===== config.mk =====
export PLATFORM = sky130hd
export DESIGN_NAME = diff_drive_odometry
export DESIGN_NICKNAME = d
export VERILOG_FILES = /design/src/rtl/ddo_pkg.sv /design/src/rtl/ddo_mul.sv /design/src/rtl/ddo_cordic.sv /design/src/rtl/ddo_wrap.sv /design/src/rtl/diff_drive_odometry.sv
export VERILOG_INCLUDE_DIRS = /design/src /design/src/rtl
export SDC_FILE = /design/constraint.sdc
export NUM_CORES = 2
export LEC_CHECK = 0
export BUFFER_PORTS_ARGS = -buffer_cell sky130_fd_sc_hd__buf_2
export CORE_MARGIN = 2
export CORE_UTILIZATION = 35
export CTS_CLUSTER_SIZE = 30
export DETAILED_ROUTE_END_ITERATION = 6
export GPL_TIMING_DRIVEN = 0
export PLACE_DENSITY_LB_ADDON = 0.12
export SYNTH_ARGS = -nofsm -noshare
export SYNTH_HDL_FRONTEND = slang
export SYNTH_HIERARCHICAL = 1
export SYNTH_SLANG_ARGS = --single-unit

===== constraint.sdc =====
create_clock -name clk -period 20.4 [get_ports clk]
set_clock_uncertainty 0.05 [all_clocks]
set_input_delay 3.06 -clock clk [delete_from_list [all_inputs] [get_ports clk]]
set_output_delay 3.06 -clock clk [all_outputs]
set_load 0.01 [all_outputs]

===== src/rtl/diff_drive_odometry_assert.svh =====
// Assertion macros used by the odometry top level.
// Expects clk and rst_n in the scope where a macro is used.
`ifndef DIFF_DRIVE_ODOMETRY_ASSERT_SVH
`define DIFF_DRIVE_ODOMETRY_ASSERT_SVH

// Same-cycle implication, checked out of reset
`define DDO_ASSERT_IMPL(name, ante, cons, msg) \
  name: assert property (@(posedge clk) disable iff (!rst_n) (ante) |-> (cons)) \
    else $error(msg);

// Next-cycle implication, checked out of reset
`define DDO_ASSERT_NEXT(name, ante, cons, msg) \
  name: assert property (@(posedge clk) disable iff (!rst_n) (ante) |=> (cons)) \
    else $error(msg);

`endif


===== src/rtl/ddo_pkg.sv =====
// Odometry package: widths, fixed-point constants, sequencer states, arctangent table.
// No dependencies.
package ddo_pkg;

  localparam int CORDIC_STEPS_DEF = 24;

  // configuration port
  localparam int CFG_W  = 32;
  localparam int CFG_AW = 1;
  localparam logic [CFG_AW-1:0] REG_MPT = 1'b0;
  localparam logic [CFG_AW-1:0] REG_RPT = 1'b1;
  localparam logic [CFG_W-1:0]  MPT_RESET = 32'd8095821;
  localparam logic [CFG_W-1:0]  RPT_RESET = 32'd16191642;

  // frame markers
  localparam logic [7:0] START_MARK = 8'h02;
  localparam logic [7:0] END_MARK   = 8'h03;

  // shared multiplier
  localparam int MUL_AW = 24;
  localparam int MUL_BW = 32;
  localparam int MUL_PW = MUL_AW + MUL_BW;
  localparam logic [MUL_BW-1:0] GAIN_Q32 = 32'd2608131496;

  // rotator
  localparam int GUARD   = 8;
  localparam int XW      = 52;
  localparam int DW      = XW - GUARD;
  localparam int ZW      = 33;
  localparam int ATAN_IW = 5;
  localparam logic signed [ZW-1:0] PI_Z      = 33'sd1686629713;
  localparam logic signed [ZW-1:0] HALF_PI_Z = 33'sd843314857;

  // heading reduction
  localparam int WRAP_IW    = 47;
  localparam int WRAP_VW    = 48;
  localparam int WRAP_STEPS = 17;
  localparam int WRAP_CW    = 5;
  localparam logic [WRAP_VW-1:0] TWO_PI_W = 48'd3373259426;

  localparam int POS_W = 48;
  localparam int HDG_W = 32;
  localparam int TICK_W = 16;

  typedef enum logic [2:0] {
    S_IDLE,
    S_MUL_DIST,
    S_MUL_HI,
    S_MUL_LO,
    S_MUL_DTH,
    S_WRAP_GO,
    S_WAIT,
    S_POS
  } ddo_state_t;

  typedef struct packed {
    logic signed [DW-1:0] dx;
    logic signed [DW-1:0] dy;
  } rot_res_t;

  // arctan(2^-i) in Q3.29
  function automatic logic [31:0] atan_q29(input logic [ATAN_IW-1:0] idx);
    logic [31:0] v;
    case (idx)
      5'd0:    v = 32'd421657428;
      5'd1:    v = 32'd248918915;
      5'd2:    v = 32'd131521918;
      5'd3:    v = 32'd66762579;
      5'd4:    v = 32'd33510843;
      5'd5:    v = 32'd16771758;
      5'd6:    v = 32'd8387925;
      5'd7:    v = 32'd4194219;
      5'd8:    v = 32'd2097141;
      5'd9:    v = 32'd1048575;
      5'd10:   v = 32'd524288;
      5'd11:   v = 32'd262144;
      5'd12:   v = 32'd131072;
      5'd13:   v = 32'd65536;
      5'd14:   v = 32'd32768;
      5'd15:   v = 32'd16384;
      5'd16:   v = 32'd8192;
      5'd17:   v = 32'd4096;
      5'd18:   v = 32'd2048;
      5'd19:   v = 32'd1024;
      5'd20:   v = 32'd512;
      5'd21:   v = 32'd256;
      5'd22:   v = 32'd128;
      5'd23:   v = 32'd64;
      5'd24:   v = 32'd32;
      5'd25:   v = 32'd16;
      5'd26:   v = 32'd8;
      5'd27:   v = 32'd4;
      5'd28:   v = 32'd2;
      5'd29:   v = 32'd1;
      default: v = 32'd0;
    endcase
    return v;
  endfunction

endpackage


===== src/rtl/ddo_mul.sv =====
// Shared unsigned multiplier with registered product.
// Depends on ddo_pkg.
module ddo_mul (
  input  logic                        clk,
  input  logic [ddo_pkg::MUL_AW-1:0]  a_i,
  input  logic [ddo_pkg::MUL_BW-1:0]  b_i,
  output logic [ddo_pkg::MUL_PW-1:0]  p_o
);
  import ddo_pkg::*;

  logic [MUL_PW-1:0] p_r;

  always_ff @(posedge clk) begin
    p_r <= MUL_PW'(a_i) * MUL_PW'(b_i);
  end

  assign p_o = p_r;

endmodule


===== src/rtl/ddo_cordic.sv =====
// Iterative CORDIC rotator: one shift-add step per cycle on a single x/y/z datapath.
// Depends on ddo_pkg (widths, arctangent table, result struct).
module ddo_cordic #(
  parameter int STEPS = ddo_pkg::CORDIC_STEPS_DEF
) (
  input  logic                        clk,
  input  logic                        rst_n,
  input  logic                        start_i,
  input  logic signed [ddo_pkg::XW-1:0]    x0_i,
  input  logic signed [ddo_pkg::HDG_W-1:0] z0_i,
  output logic                        busy_o,
  output ddo_pkg::rot_res_t           res_o
);
  import ddo_pkg::*;

  localparam logic [ATAN_IW-1:0] LAST = ATAN_IW'(STEPS - 1);

  logic signed [XW-1:0] x_r, y_r, xs, ys, xf, yf;
  logic signed [ZW-1:0] z_r, z0e, zst, at;
  logic                 flip_r, flip_st;
  logic [ATAN_IW-1:0]   cnt_r;
  logic                 busy_r;

  // fold the angle into a half turn; the vector is negated at the end
  always_comb begin
    z0e = ZW'(z0_i);
    if (z0e > HALF_PI_Z) begin
      zst     = z0e - PI_Z;
      flip_st = 1'b1;
    end else if (z0e < -HALF_PI_Z) begin
      zst     = z0e + PI_Z;
      flip_st = 1'b1;
    end else begin
      zst     = z0e;
      flip_st = 1'b0;
    end
  end

  assign xs = x_r >>> cnt_r;
  assign ys = y_r >>> cnt_r;
  assign at = $signed({1'b0, atan_q29(cnt_r)});

  always_ff @(posedge clk) begin
    if (!rst_n) begin
      busy_r <= 1'b0;
      cnt_r  <= '0;
    end else if (start_i) begin
      busy_r <= 1'b1;
      cnt_r  <= '0;
    end else if (busy_r) begin
      if (cnt_r == LAST) begin
        busy_r <= 1'b0;
      end
      cnt_r <= cnt_r + 1'b1;
    end
  end

  always_ff @(posedge clk) begin
    if (start_i) begin
      x_r    <= x0_i;
      y_r    <= '0;
      z_r    <= zst;
      flip_r <= flip_st;
    end else if (busy_r) begin
      if (z_r >= 0) begin
        x_r <= x_r - ys;
        y_r <= y_r + xs;
        z_r <= z_r - at;
      end else begin
        x_r <= x_r + ys;
        y_r <= y_r - xs;
        z_r <= z_r + at;
      end
    end
  end

  assign xf = flip_r ? -x_r : x_r;
  assign yf = flip_r ? -y_r : y_r;

  assign busy_o   = busy_r;
  assign res_o.dx = xf[XW-1:GUARD];
  assign res_o.dy = yf[XW-1:GUARD];

endmodule


===== src/rtl/ddo_wrap.sv =====
// Heading reduction into [-pi, pi): restoring compare-subtract of 2*pi, one multiple a cycle.
// Depends on ddo_pkg.
module ddo_wrap (
  input  logic                               clk,
  input  logic                               rst_n,
  input  logic                               start_i,
  input  logic signed [ddo_pkg::WRAP_IW-1:0] v_i,
  output logic                               busy_o,
  output logic signed [ddo_pkg::HDG_W-1:0]   heading_o
);
  import ddo_pkg::*;

  localparam logic [WRAP_VW-1:0] DIV_TOP = TWO_PI_W << (WRAP_STEPS - 1);
  localparam logic [WRAP_VW-1:0] BIAS    = TWO_PI_W << (WRAP_STEPS - 2);
  localparam logic [WRAP_CW-1:0] CNT_TOP = WRAP_CW'(WRAP_STEPS - 1);

  logic signed [WRAP_VW-1:0] v_ext;
  logic [WRAP_VW-1:0]        v0, v_r, d_r;
  logic [WRAP_CW-1:0]        cnt_r;
  logic                      busy_r;

  // a negative sum is lifted by a multiple of 2*pi first
  assign v_ext = WRAP_VW'(v_i);
  assign v0    = v_ext + (v_i[WRAP_IW-1] ? BIAS : '0);

  always_ff @(posedge clk) begin
    if (!rst_n) begin
      busy_r <= 1'b0;
      cnt_r  <= '0;
    end else if (start_i) begin
      busy_r <= 1'b1;
      cnt_r  <= CNT_TOP;
    end else if (busy_r) begin
      if (cnt_r == '0) begin
        busy_r <= 1'b0;
      end else begin
        cnt_r <= cnt_r - 1'b1;
      end
    end
  end

  always_ff @(posedge clk) begin
    if (start_i) begin
      v_r <= v0;
      d_r <= DIV_TOP;
    end else if (busy_r) begin
      if (v_r >= d_r) begin
        v_r <= v_r - d_r;
      end
      d_r <= d_r >> 1;
    end
  end

  assign busy_o    = busy_r;
  assign heading_o = HDG_W'($signed({1'b0, v_r[HDG_W-1:0]}) - PI_Z);

endmodule


===== src/rtl/diff_drive_odometry.sv =====
// Channel | Width | Contents (low bits first)
// in_     | 48    | start_marker[7:0], end_marker[15:8], right_ticks[31:16], left_ticks[47:32]
// out_    | 160   | pose_x, pose_y, pose_heading, right_echo, left_echo
// cfg_    | 32    | index 0 metres_per_tick, index 1 radians_per_tick
//
// The time from accept to result is set by the rotator, at one shift-add step a cycle; the 17-step
// heading reduction runs alongside and only sets it when CORDIC_STEPS is below 18 steps.
// The next frame can be taken in the cycle after the result loads.
// A frame with bad markers is taken and dropped, gives no result and leaves the sequencer idle.
// Reset is synchronous; pose clears to zero and configuration registers take their defaults.
// The output register holds a result until taken; the next frame may be accepted meanwhile,
// and its pose update waits while the output register is still full.
// Top level: sequencer, multiplier operand muxing, pose registers. Needs ddo_pkg,
// ddo_mul, ddo_cordic, ddo_wrap and the assertion macro header.
`include "diff_drive_odometry_assert.svh"

module diff_drive_odometry #(
  parameter int CORDIC_STEPS = ddo_pkg::CORDIC_STEPS_DEF
) (
  input  logic                        clk,
  input  logic                        rst_n,
  input  logic                        in_tvalid,
  output logic                        in_tready,
  input  logic [47:0]                 in_tdata,   // start_marker, end_marker, right, left
  output logic                        out_tvalid,
  input  logic                        out_tready,
  output logic [159:0]                out_tdata,  // pose_x, pose_y, heading, right, left
  input  logic                        cfg_we,
  input  logic [ddo_pkg::CFG_AW-1:0]  cfg_addr,
  input  logic [ddo_pkg::CFG_W-1:0]   cfg_wdata
);
  import ddo_pkg::*;

  ddo_state_t state_r, state_nxt;

  logic [CFG_W-1:0]  mpt_r, rpt_r;
  logic [TICK_W-1:0] r_r, l_r, mag;
  logic [TICK_W:0]   sum;
  logic              in_fire, frame_ok, out_free, lr_neg;

  logic [MUL_AW-1:0] mul_a;
  logic [MUL_BW-1:0] mul_b;
  logic [MUL_PW-1:0] mul_p, acc_r;
  logic [15:0]       lo_r;
  logic [MUL_PW:0]   p_sum;
  logic signed [XW-1:0] x0;

  logic [44:0]               dth;
  logic signed [WRAP_IW-1:0] dth_s, wrap_v;

  logic cor_start, wrap_start, lo_ld, acc_ld, pos_ld;
  logic cor_busy, wrap_busy;
  rot_res_t rot_res;
  logic signed [HDG_W-1:0] hdg_new;

  logic signed [POS_W-1:0] pos_x_r, pos_y_r, pos_x_nxt, pos_y_nxt;
  logic signed [POS_W:0]   sx, sy;
  logic signed [HDG_W-1:0] heading_r;

  logic         out_tvalid_r;
  logic [159:0] out_tdata_r;

  assign in_fire  = in_tvalid && in_tready;
  assign frame_ok = (in_tdata[7:0] == START_MARK) && (in_tdata[15:8] == END_MARK);
  assign out_free = !out_tvalid_r || out_tready;

  assign sum    = (TICK_W+1)'(r_r) + (TICK_W+1)'(l_r);
  assign lr_neg = l_r > r_r;
  assign mag    = lr_neg ? (l_r - r_r) : (r_r - l_r);

  // next state
  always_comb begin
    state_nxt = state_r;
    case (state_r)
      S_IDLE:     if (in_fire && frame_ok) state_nxt = S_MUL_DIST;
      S_MUL_DIST: state_nxt = S_MUL_HI;
      S_MUL_HI:   state_nxt = S_MUL_LO;
      S_MUL_LO:   state_nxt = S_MUL_DTH;
      S_MUL_DTH:  state_nxt = S_WRAP_GO;
      S_WRAP_GO:  state_nxt = S_WAIT;
      S_WAIT:     if (!cor_busy && !wrap_busy) state_nxt = S_POS;
      S_POS:      if (out_free) state_nxt = S_IDLE;
      default:    state_nxt = S_IDLE;
    endcase
  end

  // sequencer outputs
  always_comb begin
    in_tready  = 1'b0;
    mul_a      = '0;
    mul_b      = '0;
    lo_ld      = 1'b0;
    acc_ld     = 1'b0;
    cor_start  = 1'b0;
    wrap_start = 1'b0;
    pos_ld     = 1'b0;
    case (state_r)
      S_IDLE: begin
        in_tready = 1'b1;
      end
      S_MUL_DIST: begin
        mul_a = MUL_AW'(sum);
        mul_b = mpt_r;
      end
      S_MUL_HI: begin
        // product is distance << 9; take its high part against the gain
        mul_a = mul_p[48:25];
        mul_b = GAIN_Q32;
        lo_ld = 1'b1;
      end
      S_MUL_LO: begin
        mul_a  = MUL_AW'(lo_r);
        mul_b  = GAIN_Q32;
        acc_ld = 1'b1;
      end
      S_MUL_DTH: begin
        mul_a     = MUL_AW'(mag);
        mul_b     = rpt_r;
        cor_start = 1'b1;
      end
      S_WRAP_GO: begin
        wrap_start = 1'b1;
      end
      S_WAIT: begin
      end
      S_POS: begin
        pos_ld = out_free;
      end
      default: begin
      end
    endcase
  end

  ddo_mul u_mul (
    .clk (clk),
    .a_i (mul_a),
    .b_i (mul_b),
    .p_o (mul_p)
  );

  // gained distance with guard bits
  assign p_sum = (MUL_PW+1)'(acc_r) + (MUL_PW+1)'(mul_p[MUL_PW-1:16]);
  assign x0    = $signed(XW'(p_sum >> GUARD));

  ddo_cordic #(
    .STEPS (CORDIC_STEPS)
  ) u_cordic (
    .clk     (clk),
    .rst_n   (rst_n),
    .start_i (cor_start),
    .x0_i    (x0),
    .z0_i    (heading_r),
    .busy_o  (cor_busy),
    .res_o   (rot_res)
  );

  // heading change, truncated toward zero
  assign dth    = mul_p[47:3];
  assign dth_s  = lr_neg ? -$signed({2'b00, dth}) : $signed({2'b00, dth});
  assign wrap_v = WRAP_IW'(heading_r) + WRAP_IW'(PI_Z) + dth_s;

  ddo_wrap u_wrap (
    .clk       (clk),
    .rst_n     (rst_n),
    .start_i   (wrap_start),
    .v_i       (wrap_v),
    .busy_o    (wrap_busy),
    .heading_o (hdg_new)
  );

  // saturating position update
  assign sx = (POS_W+1)'(pos_x_r) + (POS_W+1)'(rot_res.dx);
  assign sy = (POS_W+1)'(pos_y_r) + (POS_W+1)'(rot_res.dy);

  always_comb begin
    if (sx[POS_W] != sx[POS_W-1]) begin
      pos_x_nxt = sx[POS_W] ? {1'b1, {(POS_W-1){1'b0}}} : {1'b0, {(POS_W-1){1'b1}}};
    end else begin
      pos_x_nxt = sx[POS_W-1:0];
    end
    if (sy[POS_W] != sy[POS_W-1]) begin
      pos_y_nxt = sy[POS_W] ? {1'b1, {(POS_W-1){1'b0}}} : {1'b0, {(POS_W-1){1'b1}}};
    end else begin
      pos_y_nxt = sy[POS_W-1:0];
    end
  end

  always_ff @(posedge clk) begin
    if (!rst_n) begin
      state_r      <= S_IDLE;
      mpt_r        <= MPT_RESET;
      rpt_r        <= RPT_RESET;
      pos_x_r      <= '0;
      pos_y_r      <= '0;
      heading_r    <= '0;
      out_tvalid_r <= 1'b0;
    end else begin
      state_r <= state_nxt;
      if (cfg_we) begin
        case (cfg_addr)
          REG_MPT: mpt_r <= cfg_wdata;
          REG_RPT: rpt_r <= cfg_wdata;
          default: begin
          end
        endcase
      end
      if (pos_ld) begin
        pos_x_r      <= pos_x_nxt;
        pos_y_r      <= pos_y_nxt;
        heading_r    <= hdg_new;
        out_tvalid_r <= 1'b1;
      end else if (out_tready) begin
        out_tvalid_r <= 1'b0;
      end
    end
  end

  // payload registers
  always_ff @(posedge clk) begin
    if (in_fire) begin
      r_r <= in_tdata[31:16];
      l_r <= in_tdata[47:32];
    end
    if (lo_ld) begin
      lo_r <= mul_p[24:9];
    end
    if (acc_ld) begin
      acc_r <= mul_p;
    end
    if (pos_ld) begin
      out_tdata_r <= {l_r, r_r, hdg_new, pos_y_nxt, pos_x_nxt};
    end
  end

  assign out_tvalid = out_tvalid_r;
  assign out_tdata  = out_tdata_r;

  `DDO_ASSERT_IMPL(a_idle_units_quiet, in_tready, !cor_busy && !wrap_busy, "unit busy while idle")
  `DDO_ASSERT_IMPL(a_heading_range, 1'b1, (heading_r >= -PI_Z) && (heading_r < PI_Z), "heading out of range")
  `DDO_ASSERT_NEXT(a_result_loaded, pos_ld, out_tvalid_r, "pose update without result")
  `DDO_ASSERT_NEXT(a_good_frame_starts, in_fire && frame_ok, state_r == S_MUL_DIST, "good frame not started")

endmodule

==> results.txt <==
# IOs: 248
average cell area after synthesis: 8.60 sq um
Critical Path RT: 20.97 ns
total wire length: 425000 um
CORE AREA: 0.263 sq mm
Worst Setup Slack, final: 7.31 ns
Synth area leader: fa_1
register bit total from synthesis: 791
DR WL/cell: 28.8 um
later-pin clock latency in the skew report: 0.77 ns
# nets final: 12600
Least-Margin Pin Slew: 1.58 ns
Fin Setup TNS: 0 ns
layout cells sized above 1: 7.63%
Pwr per Cell Area: 55.2 mW/mm^2
status: finished, violations left
via count: 84200
Critical Path AT: 13.65 ns
share of the synthesized area in the top cell type: 14.4%
count leader, synth: nand2_1
Worst Reg2Reg Path Length in Cells: 39
clock sinks: 791
Area Overhead vs Synth: 10.3%
Max Cap Viol: 3
min-delay src: u_mul/p_o[1]
Int Pwr: 3500 uW
period utilization: 64.2%
warnings from Yosys: 6
Flop pwr share: 32.3%
Port-buffer cells: 247
TritonCTS clock tree: done
Critical Path Most Common Cell: fa_1
Die X: 519 um
root buf cell: clkbuf_16
Initial Util: 35.2%
final setup violation count: 0
worst hold path class: reg -> reg
first-pass GRT wire length: 604000 um
Hold Path Sink: acc_r[1]
post-CTS resize count: 0
hold_buf cts: 0
FF-to-FF setup slack: 7.31 ns
async set-reset flop share out of synthesis: 0%
Mapped Area: 0.0927 sq mm
Synth top cells by count: nand2_1 (1350), inv_1 (1044), ha_1 (671)
Hold WS: 0.364 ns
antenna violations before repair: 22
Clock Path Buffers: 3
chip height: 519 um
RSZ-0062 raised after global routing: no
CP peak stage delay: 0.83 ns
Cells on Worst Hold Path: 0
Place WS: 7.47 ns
Max IR drop VDD: 0.0000621 V
clock share of power: 33.6%
fmax: 0.0764 GHz
global route overflow: 0
vias per cell: 5.71
Routed Antenna Nets: 0
# rows: 188
Comb pwr share: 34.1%
CP max-delay cell: fa_1
initial DRC count: 7062
hpwl dp: 349000 um
Setup Crit Path Kind: reg -> reg
Max Slew Vio Count: 16
CTS buffer count: 98
worst reg2reg path endpoint: u_mul/p_o[50]
setup bufs post-CTS: 0
vias in the first global route: 83600
Leakage: 0.0439 uW
slew margin rel.: -5.74%
post-synthesis sequential area ratio: 21.4%
Reg2Reg Launch Point: r_r[10]
Final GP Congestion: 1.05
CP Max Fanout: 10
H-tree depth: 3
Area contributors post-synth: fa_1 (14%), edfxtp_1 (13%), ha_1 (9.1%), dfxtp_1 (8.5%), nand2_1 (5.5%)
critical path launch point type: flip-flop
GRT Overall Usage: 30.8%
switching power: 2140 uW
EDFF count, synth: 398
Cells after Synth: 10800
Placed Area: 0.0987 sq mm
Top FF cell, synth: edfxtp_1
die area: 0.269 sq mm
nature of the critical path endpoint: flip-flop
post-layout util: 38.9%
Tmin final: 13.09 ns
pin count of the biggest net entering global routing: 67
Clock transition at path regs: 0.06 ns
number of distinct library cells after synthesis: 135
switching share of total power: 37.9%
failing checks: design-rule violations, max-capacitance violations, max-slew violations
final instance area: 0.102 sq mm
Hold Vio Cnt, Final: 0
residual DRC count: 2
1st-pass router iterations: 7
[critical path: cells and delay by family, from the launching register on]
| kind | cells | cell delay, ns |
|---|---|---|
| simple gates | 5 | 1.19 |
| xor+xnor | 1 | 0.41 |
| flops | 1 | 0.54 |
| mux | 1 | 0.30 |
| buf+inv | 11 | 2.79 |
| compound gates | 12 | 3.15 |
| fa+ha+maj | 9 | 4.51 |
[metal layers]
| layer | global-route usage [%] | part of all wire (%) |
|---|---|---|
| met1 | 38.3 | 41 |
| met2 | 51.6 | 47 |
| met3 | 4.24 | 6.0 |
| met4 | 16.4 | 6.4 |
| met5 | 0 | 0.0068 |
[sequential cells by signal, indices dropped and copies added (netlist names), 16 cells and up]
signal and flops:
u_cordic/x_r 52, u_cordic/at 29, u_cordic/y_r 52, u_cordic/z_r 33, heading_r 32, lo_r 16, out_tdata 160, mpt_r 32
u_wrap/v_r 48, acc_r 56, l_r 16, rpt_r 32, u_mul/p_o 56, u_wrap/d_r 48, r_r 16, pos_y_r 48
pos_x_r 48
[cell type report]
cell class,instances,area (sq um)
Sequential cell,791,19800
Antenna cell,11,27.5
Timing Repair Buffer,271,1550
Multi-Input combinational cell,8307,66300
Inverter,1048,3940
Tap cell,3515,4400
Fill cell,27200,161000
Buffer,634,2670
Clock buffer,123,2650
Clock inverter,61,835
[logic make-up (layout without fill, tap and decap cells)]
family                   after synthesis  in the layout  synth area share [%]
buffers and inverters               1682           2137                  7.12
XOR/XNOR                             713            713                  6.74
AND/OR/NAND/NOR                     3247           3247                  16.8
adder cells (fa/ha/maj)             1367           1367                  23.8
AO/OA/AOI/OAI                       2560           2560                  17.9
other                                  1             14               0.00405
flip-flops                           791            791                  21.4
multiplexers                         417            417                  6.26
[worst max path at each step]
stage,start,end,slack [ns],cells past startpoint
CTS,r_r[10],u_mul/p_o[50],7.47,39
floorplan,l_r[12],u_mul/p_o[52],10.74,37
global route,r_r[10],u_mul/p_o[54],6.96,40
finish,r_r[10],u_mul/p_o[50],7.31,39
detailed placement,r_r[10],u_mul/p_o[50],7.47,39
global placement,state_r[0],u_mul/p_o[50],6.32,29
[cells in the final DEF, fill, tap and decap left out, types with 50 or more instances in the layout]
cell type,netlist,layout
nand2_1,1350,1350
inv_1,1044,1043
ha_1,671,671
fa_1,668,668
o21ai_0,637,621
a21oi_1,604,604
nor2_1,540,539
clkbuf_1,505,515
and2_1,444,443
xnor2_1,443,443
edfxtp_1,398,398
dfxtp_1,393,393
buf_2,45,292
xor2_1,270,270
mux2i_1,215,215
a21o_1,213,213
nand3_1,177,177
nor3_1,130,128
a21boi_0,118,118
nand2b_1,115,115
o31ai_1,98,98
clkbuf_16,0,98
mux4_2,98,98
nand4_1,87,87
o21bai_1,86,86
a31oi_1,85,85
mux2_2,84,84
a211oi_1,81,81
o21a_1,76,76
o211ai_1,71,71
nor2b_1,68,67
and3_1,64,64
o22ai_1,56,56
buf_1,51,51
or3_1,50,50
[power groups by stage]
stage / clock [uW] / sequential [uW] / combinational [uW]
finish: 1900 / 1830 / 1920
global route: 2000 / 1830 / 2040
CTS: 1950 / 1820 / 1860
detailed placement: 0 / 1860 / 1850
global placement: 0 / 1860 / 1850
floorplan: 0 / 1810 / 1210
[stage by stage]
step | total power [uW] | instances
finish | 5650 | 14800
CTS | 5630 | 14700
floorplan | 3020 | 10800
detailed placement | 3710 | 14600
global route | 5860 | 14800
global placement | 3710 | 14500
No activity file was read; power rests on OpenSTA's default activity.
